<file path="config.mk">
export PLATFORM = sky130hd
export DESIGN_NAME = rsi_back
export DESIGN_NICKNAME = d
export VERILOG_FILES = /design/src/sv/rsi_pkg.sv /design/src/sv/rsi_back.sv
export VERILOG_INCLUDE_DIRS = /design/src /design/src/sv
export SDC_FILE = /design/constraint.sdc
export NUM_CORES = 2
export LEC_CHECK = 0
export BUFFER_PORTS_ARGS = -buffer_cell sky130_fd_sc_hd__buf_2
export CAP_MARGIN = 15
export CELL_PAD_IN_SITES_DETAIL_PLACEMENT = 0
export CELL_PAD_IN_SITES_GLOBAL_PLACEMENT = 1
export CORE_MARGIN = 2
export CORE_UTILIZATION = 45
export CTS_CLUSTER_DIAMETER = 30
export DETAILED_ROUTE_END_ITERATION = 6
export PLACE_DENSITY = 0.85
export SYNTH_ARGS = -nofsm -noshare
export SYNTH_HDL_FRONTEND = slang
export SYNTH_SLANG_ARGS = --single-unit
</file>
<file path="constraint.sdc">
create_clock -name clk -period 7.9 [get_ports clk]
set_clock_uncertainty 0.1 [all_clocks]
set_input_delay 0.79 -clock clk [delete_from_list [all_inputs] [get_ports clk]]
set_output_delay 0.79 -clock clk [all_outputs]
set_load 0.02 [all_outputs]
</file>
<file path="src/sv/ray_sphere_intersection_core_defines.svh">
// Assertion macros used by the ray-sphere intersection back pipeline.
`ifndef RAY_SPHERE_INTERSECTION_CORE_DEFINES_SVH
`define RAY_SPHERE_INTERSECTION_CORE_DEFINES_SVH

// Same-cycle implication, sampled on clk, off during rst.
`define RSI_ASSERT_NOW(lbl, ante, cons, msg) \
  lbl: assert property (@(posedge clk) disable iff (rst) (ante) |-> (cons)) else $error(msg);

// Next-cycle implication, sampled on clk, off during rst.
`define RSI_ASSERT_NEXT(lbl, ante, cons, msg) \
  lbl: assert property (@(posedge clk) disable iff (rst) (ante) |=> (cons)) else $error(msg);

`endif

</file>
<file path="src/sv/rsi_pkg.sv">
// Types and constants shared by the ray-sphere intersection pipeline.
package rsi_pkg;

  localparam int SQRT_BITS = 28;
  localparam int REM_W     = 2 * SQRT_BITS;
  localparam int TCA_W     = 29;

  typedef enum logic [1:0] {
    REG_CENTER_X      = 2'd0,
    REG_CENTER_Y      = 2'd1,
    REG_CENTER_Z      = 2'd2,
    REG_SPHERE_RADIUS = 2'd3
  } reg_idx_t;

  typedef struct packed {
    logic signed [23:0] origin_x;
    logic signed [23:0] origin_y;
    logic signed [23:0] origin_z;
    logic signed [15:0] dir_x;
    logic signed [15:0] dir_y;
    logic signed [15:0] dir_z;
  } ray_in_t;

  typedef struct packed {
    logic               hit;
    logic signed [23:0] point_x;
    logic signed [23:0] point_y;
    logic signed [23:0] point_z;
    logic        [24:0] distance;
  } ray_out_t;

  typedef struct packed {
    logic signed [23:0] center_x;
    logic signed [23:0] center_y;
    logic signed [23:0] center_z;
    logic        [22:0] sphere_radius;
  } cfg_t;

  typedef struct packed {
    ray_in_t                  ray;
    logic signed [TCA_W-1:0]  tca;
    logic                     miss;
  } mid_t;

  typedef struct packed {
    mid_t             mid;
    logic [REM_W-1:0] rem;
  } front_out_t;

  typedef struct packed {
    mid_t                 mid;
    logic [SQRT_BITS-1:0] thc;
  } sqrt_out_t;

endpackage

</file>
<file path="src/sv/rsi_back.sv">
// Back pipeline: t, hit point with rounding and saturation, output register.
`include "ray_sphere_intersection_core_defines.svh"

module rsi_back (
  input  logic               clk,
  input  logic               rst,
  input  logic               in_valid,
  output logic               in_ready,
  input  rsi_pkg::sqrt_out_t in_data,
  output logic               out_valid,
  input  logic               out_ready,
  output rsi_pkg::ray_out_t  out_data
);

  localparam logic signed [32:0] PMax = 33'sd8388607;
  localparam logic signed [32:0] PMin = -33'sd8388608;
  localparam logic [24:0]        DMax = 25'd33554431;

  logic v1, v2, v3;
  logic rdy1, rdy2, rdy3;

  rsi_pkg::ray_in_t   ray1, ray2;
  logic signed [29:0] t1, t2;
  logic               miss1, miss2;
  logic signed [45:0] td_x, td_y, td_z;
  rsi_pkg::ray_out_t  res3;

  logic signed [29:0] t_c;
  logic signed [45:0] rx, ry, rz;
  logic signed [32:0] sx, sy, sz;

  function automatic logic signed [23:0] sat24(input logic signed [32:0] v);
    if (v > PMax) return 24'sd8388607;
    if (v < PMin) return -24'sd8388608;
    return v[23:0];
  endfunction

  assign rdy3     = !v3 || out_ready;
  assign rdy2     = !v2 || rdy3;
  assign rdy1     = !v1 || rdy2;
  assign in_ready = rdy1;

  always_ff @(posedge clk) begin
    if (rst) begin
      v1 <= 1'b0;
      v2 <= 1'b0;
      v3 <= 1'b0;
    end else begin
      if (rdy1) v1 <= in_valid;
      if (rdy2) v2 <= v1;
      if (rdy3) v3 <= v2;
    end
  end

  assign t_c = 30'(in_data.mid.tca) - $signed({2'b0, in_data.thc});

  // round half up at the binary point, then add the origin
  assign rx = td_x + 46'sd8192;
  assign ry = td_y + 46'sd8192;
  assign rz = td_z + 46'sd8192;
  assign sx = 33'(ray2.origin_x) + 33'($signed(rx[45:14]));
  assign sy = 33'(ray2.origin_y) + 33'($signed(ry[45:14]));
  assign sz = 33'(ray2.origin_z) + 33'($signed(rz[45:14]));

  always_ff @(posedge clk) begin
    if (rdy1) begin
      ray1  <= in_data.mid.ray;
      t1    <= t_c;
      miss1 <= in_data.mid.miss || t_c[29];
    end
    if (rdy2) begin
      ray2  <= ray1;
      t2    <= t1;
      miss2 <= miss1;
      td_x  <= t1 * ray1.dir_x;
      td_y  <= t1 * ray1.dir_y;
      td_z  <= t1 * ray1.dir_z;
    end
    if (rdy3) begin
      if (miss2) begin
        res3 <= '0;
      end else begin
        res3.hit      <= 1'b1;
        res3.point_x  <= sat24(sx);
        res3.point_y  <= sat24(sy);
        res3.point_z  <= sat24(sz);
        res3.distance <= (t2 > $signed({5'b0, DMax})) ? DMax : t2[24:0];
      end
    end
  end

  assign out_valid = v3;
  assign out_data  = res3;

  `RSI_ASSERT_NOW(a_miss_zero, out_valid && !out_data.hit, out_data.distance == '0 && out_data.point_x == '0 && out_data.point_y == '0 && out_data.point_z == '0, "miss beat carries non-zero payload")
  `RSI_ASSERT_NOW(a_t_front, v1 && !miss1, !t1[29], "hit kept with negative t")
  `RSI_ASSERT_NEXT(a_stall_hold, v2 && !rdy2, v2 && $stable(td_x) && $stable(t2) && $stable(miss2), "stalled stage lost its contents")

endmodule

</file>
# Word level (Yosys, flattened, before mapping)
# Cells that the tools add are included.
# op_classes
add_sub_neg,7
n_mul,3
order_cmp,7
muxes,35
n_reduce_logical,7
# op_table
op,count
$mux 24,12
$add 46x15->46 const B,3
$mul 30x16->46,3
$add 24x32->33,3
$gt 33x24->1 const B,3
$lt 33x24->1 const B,3
$mux 98,1
$gt 30x26->1 const B,1
$sub 29x29->30,1
$mux 25,1
$mux 1,21
$logic_or 1x1->1,4
$logic_not 1->1,3
# word_totals
ff_bits,493
in_bits,182
word_cells,83

# Depth between registers and ports, before layout
# logic_depth
word_depth,12
mapped_depth,25
ltp_nobuf,24

# Least setup slack after synthesis
# No wires, ideal clock.
# synth_path
kind,flip-flop to flip-flop
start,reg t1[11]
end,"reg td_y[43], data pin"
setup_ns,0.271
arrival_ns,6.377
t_required_ns,7.529
path_slack_ns,1.152
path_stages_with_launch,24
synth_period_minus_slack_ns,6.748
path_cell_list,edfxtp_1 clkbuf_1 clkbuf_1 nand2_1 fa_1 fa_1 fa_1 inv_1 fa_1 fa_1 inv_1 fa_1 inv_1 ha_1 and3_1 o2111ai_1 a31oi_2 o211ai_2 a211oi_2 o2111ai_1 a2111o_1 a211oi_1 o221ai_1 a21boi_0
# synth_between
elab_chain_len,1
# synth_lines
element,line_no,rtl
"start, declared",rsi_back.sv:23,"logic signed [29:0] t1, t2;"
"start signal, assigned",rsi_back.sv:68,t1 <= t_c;
$mul 30x16->46,rsi_back.sv:76,td_y <= t1 * ray1.dir_y;
"end signal, assigned",rsi_back.sv:76,
"end, declared",rsi_back.sv:25,"logic signed [45:0] td_x, td_y, td_z;"
# No other way between the ends.
# A chain may end at the register's enable or synchronous reset.

# Worst setup path in the final report
# layout_path
start,reg t1[16]
end,"reg td_z[45], data pin"
# layout_between
elab_chain_len,1
# layout_lines
element,line_no,rtl
$mul 30x16->46,rsi_back.sv:77,td_z <= t1 * ray1.dir_z;
"end signal, assigned",rsi_back.sv:77,
"end, declared",rsi_back.sv:25,
# No other way between the ends.

==> metrics.md <==
| Metric | Value |
|---|---|
| Initial Utilization | 45.32% |
| Worst Slack Setup Final | 0.3380 ns |
| RSZ-0062 raised after global routing | no |
| CP endpoint kind | flip-flop |
| DR pass1 iterations | 6 |
| Netlist cell types | 98 |
| Per-cell routed wire length | 18.81 um |
| RR Endpoint | td_z[45]$_DFFE_PP_ |
| Most used cell, CP | fa_1 |
| Final instance area | 80270 um^2 |
| Vias per inst | 5.198 |
| Slowest CP cell | edfxtp_1 |
| Die area | 162700 um^2 |
| Clk buf depth | 3 |
| Hold Path Origin | in_data[146] |
| Minimum clock period | 7.562 ns |
| Critical path startpoint category | flip-flop |
| Reg-to-reg critical path startpoint | t1[16]$_DFFE_PP_ |
| Count of flip-flops with a built-in enable after synthesis | 451 |
| Gr usage total | 23.51% |
| Slew Limit Fails | 0 |
| Area grow syn2layout | 11.82% |
| End of the worst hold path | ray1[88]$_DFFE_PP_ |
| Ys async rst share | 0% |
| Dominant cell type by area after synthesis | fa_1 |
| Clock slew seen by the registers of the worst setup and hold paths | 0.05 ns |
| First-pass GRT wire length | 299.2 mm |
| Syn nets | 9373 |
| Synth Area per Inst | 9.743 um^2 |
| Worst EP required | 8.27 ns |
| Vias in the first global route | 55640 |
| Top FF cell, synth | edfxtp_1 |
| Initial antenna violation count | 6 |
| Clk_lat worst skew | 0.78 ns |
| IO buf count | 281 |
| TritonCTS Buffers | 118 |
| Critical-path maximum fanout | 19 |
| Fmax | 132.2 MHz |
| Tcrit/Tclk final | 95.72% |
| CTS root buf | clkbuf_16 |
| CP Cell Sequence | buf_4 > nand2_1 > fa_1 > inv_1 > fa_1 > fa_1 > fa_1 > fa_1 > inv_1 > fa_1 > inv_1 > ha_1 > and3_1 > and3_1 > a221oi_1 > o31ai_1 > a31oi_1 > buf_4 > o21ai_1 > a31oi_1 > o211ai_1 > a21oi_1 > xnor2_1 |
| Syn. warnings | 0 |
| Final hold vios | 0 |
| Outcome | finished, final reports clean |
| Row cnt | 146 |
| Max H-tree Level | 3 |
| Reg2Reg Depth | 23 |
| Pin count of the biggest net entering global routing | 104 |
| Chip height | 403.4 um |
| I/O Pins | 282 |
| Gpl congestion | 0.8886 |
| Post-synth top cells | inv_1, fa_1, nand2_1, and2_1, edfxtp_1 |
| CTS Hold Bufs | 0 |
| Worst-Margin Slew | 1.162 ns |
| Post-route ant nets | 0 |
| TNS Setup | 0 ns |
| Yosys top cell area share | 38.35% |
| CTS tree | yes |
| Fin util | 50.68% |
| Crit path arrival time | 7.93 ns |
| Die X | 403.4 um |
| Max-cap violations | 0 |
| Hold Path Class | in -> reg |
| Core box area | 158400 um^2 |
| Seq/Total Area, Yosys | 18.95% |
| Setup CP Type | reg -> reg |
| DP Area | 76000 um^2 |
| Vias | 50890 |
| Post-Syn Instances | 7368 |
| Total global routing overflow | 0 |
| DRT iter0 DRCs | 3254 |
| DR DRC count | 0 |
| Area contributors post-synth | fa_1, edfxtp_1, inv_1 |
| Slew headroom | 22.16% |
| Clock sink count | 454 |
| WHS Path Cells | 1 |
| Syn Std Cell Area | 71790 um^2 |
| DP Wirelength | 146.8 mm |
| Layout cell share with drive strength beyond 1 | 9.478% |
| Critical path's largest stage delay | 0.81 ns |
| Number of synthesized register bits | 454 |
| Final WL | 184.2 mm |
| Placement Setup Slack | 0.2344 ns |
| Nets | 9613 |
| Most common cell in the netlist | inv_1 |
| Final setup fails | 0 |
| Reg2Reg Setup Slack | 0.34 ns |
==> worst max-delay path: cells and delay by family, from the launching register on <==
kind / cells / cell delay (ns)
AO/OA/AOI/OAI: 7 / 1.55
XOR/XNOR: 1 / 0.08
adder cells (fa/ha/maj): 7 / 3.38
buffers and inverters: 5 / 0.73
flip-flops: 1 / 0.81
AND/OR/NAND/NOR: 3 / 0.56
==> area by class of cell <==
class	instances	area, um^2
Antenna cell	4	10.01
Fill cell	14160	78110
Tap cell	2072	2592
Timing Repair Buffer	462	3019
Sequential cell	454	13600
Clock inverter	98	1182
Inverter	1637	6155
Clock buffer	127	3008
Multi-Input combinational cell	4935	50700
==> what timing repair did <==
| action | 4_1_cts | 5_1_grt |
|---|---|---|
| setup endpoints to repair | 0 | 7 |
| resized for setup | 0 | 1 |
| endpoints found under the hold margin | 0 | 0 |
| buffers inserted | 0 | 7 |
==> placed cells by master, fill, tap and decap left out, types with 15 or more instances in the layout <==
cell type / count
clkinvlp_4: 18
ha_1: 448
a21o_1: 94
o211ai_1: 19
nand2_1: 946
inv_1: 1632
fa_1: 1375
nand2b_1: 32
and3_1: 55
o21bai_1: 19
or3_1: 20
nor2b_1: 32
clkinv_2: 15
a21oi_1: 181
bufinv_16: 18
nor3_1: 34
clkbuf_16: 119
nand4_1: 45
edfxtp_1: 451
buf_2: 281
o21ai_0: 95
and2_1: 580
xor2_1: 100
nand3_1: 72
o21a_1: 35
o31ai_1: 33
nor2_1: 270
buf_4: 160
a211oi_1: 24
buf_12: 20
a31oi_1: 19
xnor2_1: 205
clkinv_4: 17
==> metal layers <==
layer / share of wire, % / vias to the layer above / wire, um / track usage [%]
met5: 0.014 / - / 26 / 0
met4: 4.0 / 4 / 7360 / 8.739
met3: 6.6 / 369 / 12230 / 4.162
met2: 49 / 1631 / 90900 / 40.41
met1: 40 / 25900 / 73640 / 29.62
li1: - / 22990 / - / -
==> flip-flops by register name (all words and copies together) (netlist names) <==
name	count
out_valid	1
miss2	1
out_data	98
ray2	72
miss1	1
v1	1
ray1	120
t2	30
v2	1
td_z	33
td_x	33
td_y	33
t1	30
==> kinds of logic after synthesis <==
logic type      count (synthesis)  synth area share (%)
buf+inv                      1979                 10.46
compound gates                678                 6.482
fa+ha+maj                    1823                 46.15
flops                         454                 18.95
mux                             2               0.03485
xor+xnor                      306                 3.744
simple gates                 2126                 14.18
==> metrics by stage <==
step,hold slack [ns],instances
finish,0.07921,9789
global route,0.03982,9786
CTS,0.01518,9777
detailed placement,0.3045,9552
global placement,0.3044,9552
floorplan,0.3003,7368
==> worst max-delay path by stage <==
stage,startpoint,to,slack [ns],depth (start not counted)
finish,t1[16]$_DFFE_PP_,td_z[45]$_DFFE_PP_,0.34,23
detailed placement,t1[15]$_DFFE_PP_,td_z[45]$_DFFE_PP_,0.23,23
CTS,t1[15]$_DFFE_PP_,td_z[45]$_DFFE_PP_,0.20,23
global route,ray1[34]$_DFFE_PP_,td_x[45]$_DFFE_PP_,0.06,24
global placement,t1[15]$_DFFE_PP_,td_z[45]$_DFFE_PP_,0.33,23
floorplan,t1[11]$_DFFE_PP_,td_y[43]$_DFFE_PP_,1.15,23
Power is left out: the tool's default activity adds up to more than one toggle a clock period on the data nets, which glitch-free logic cannot reach.
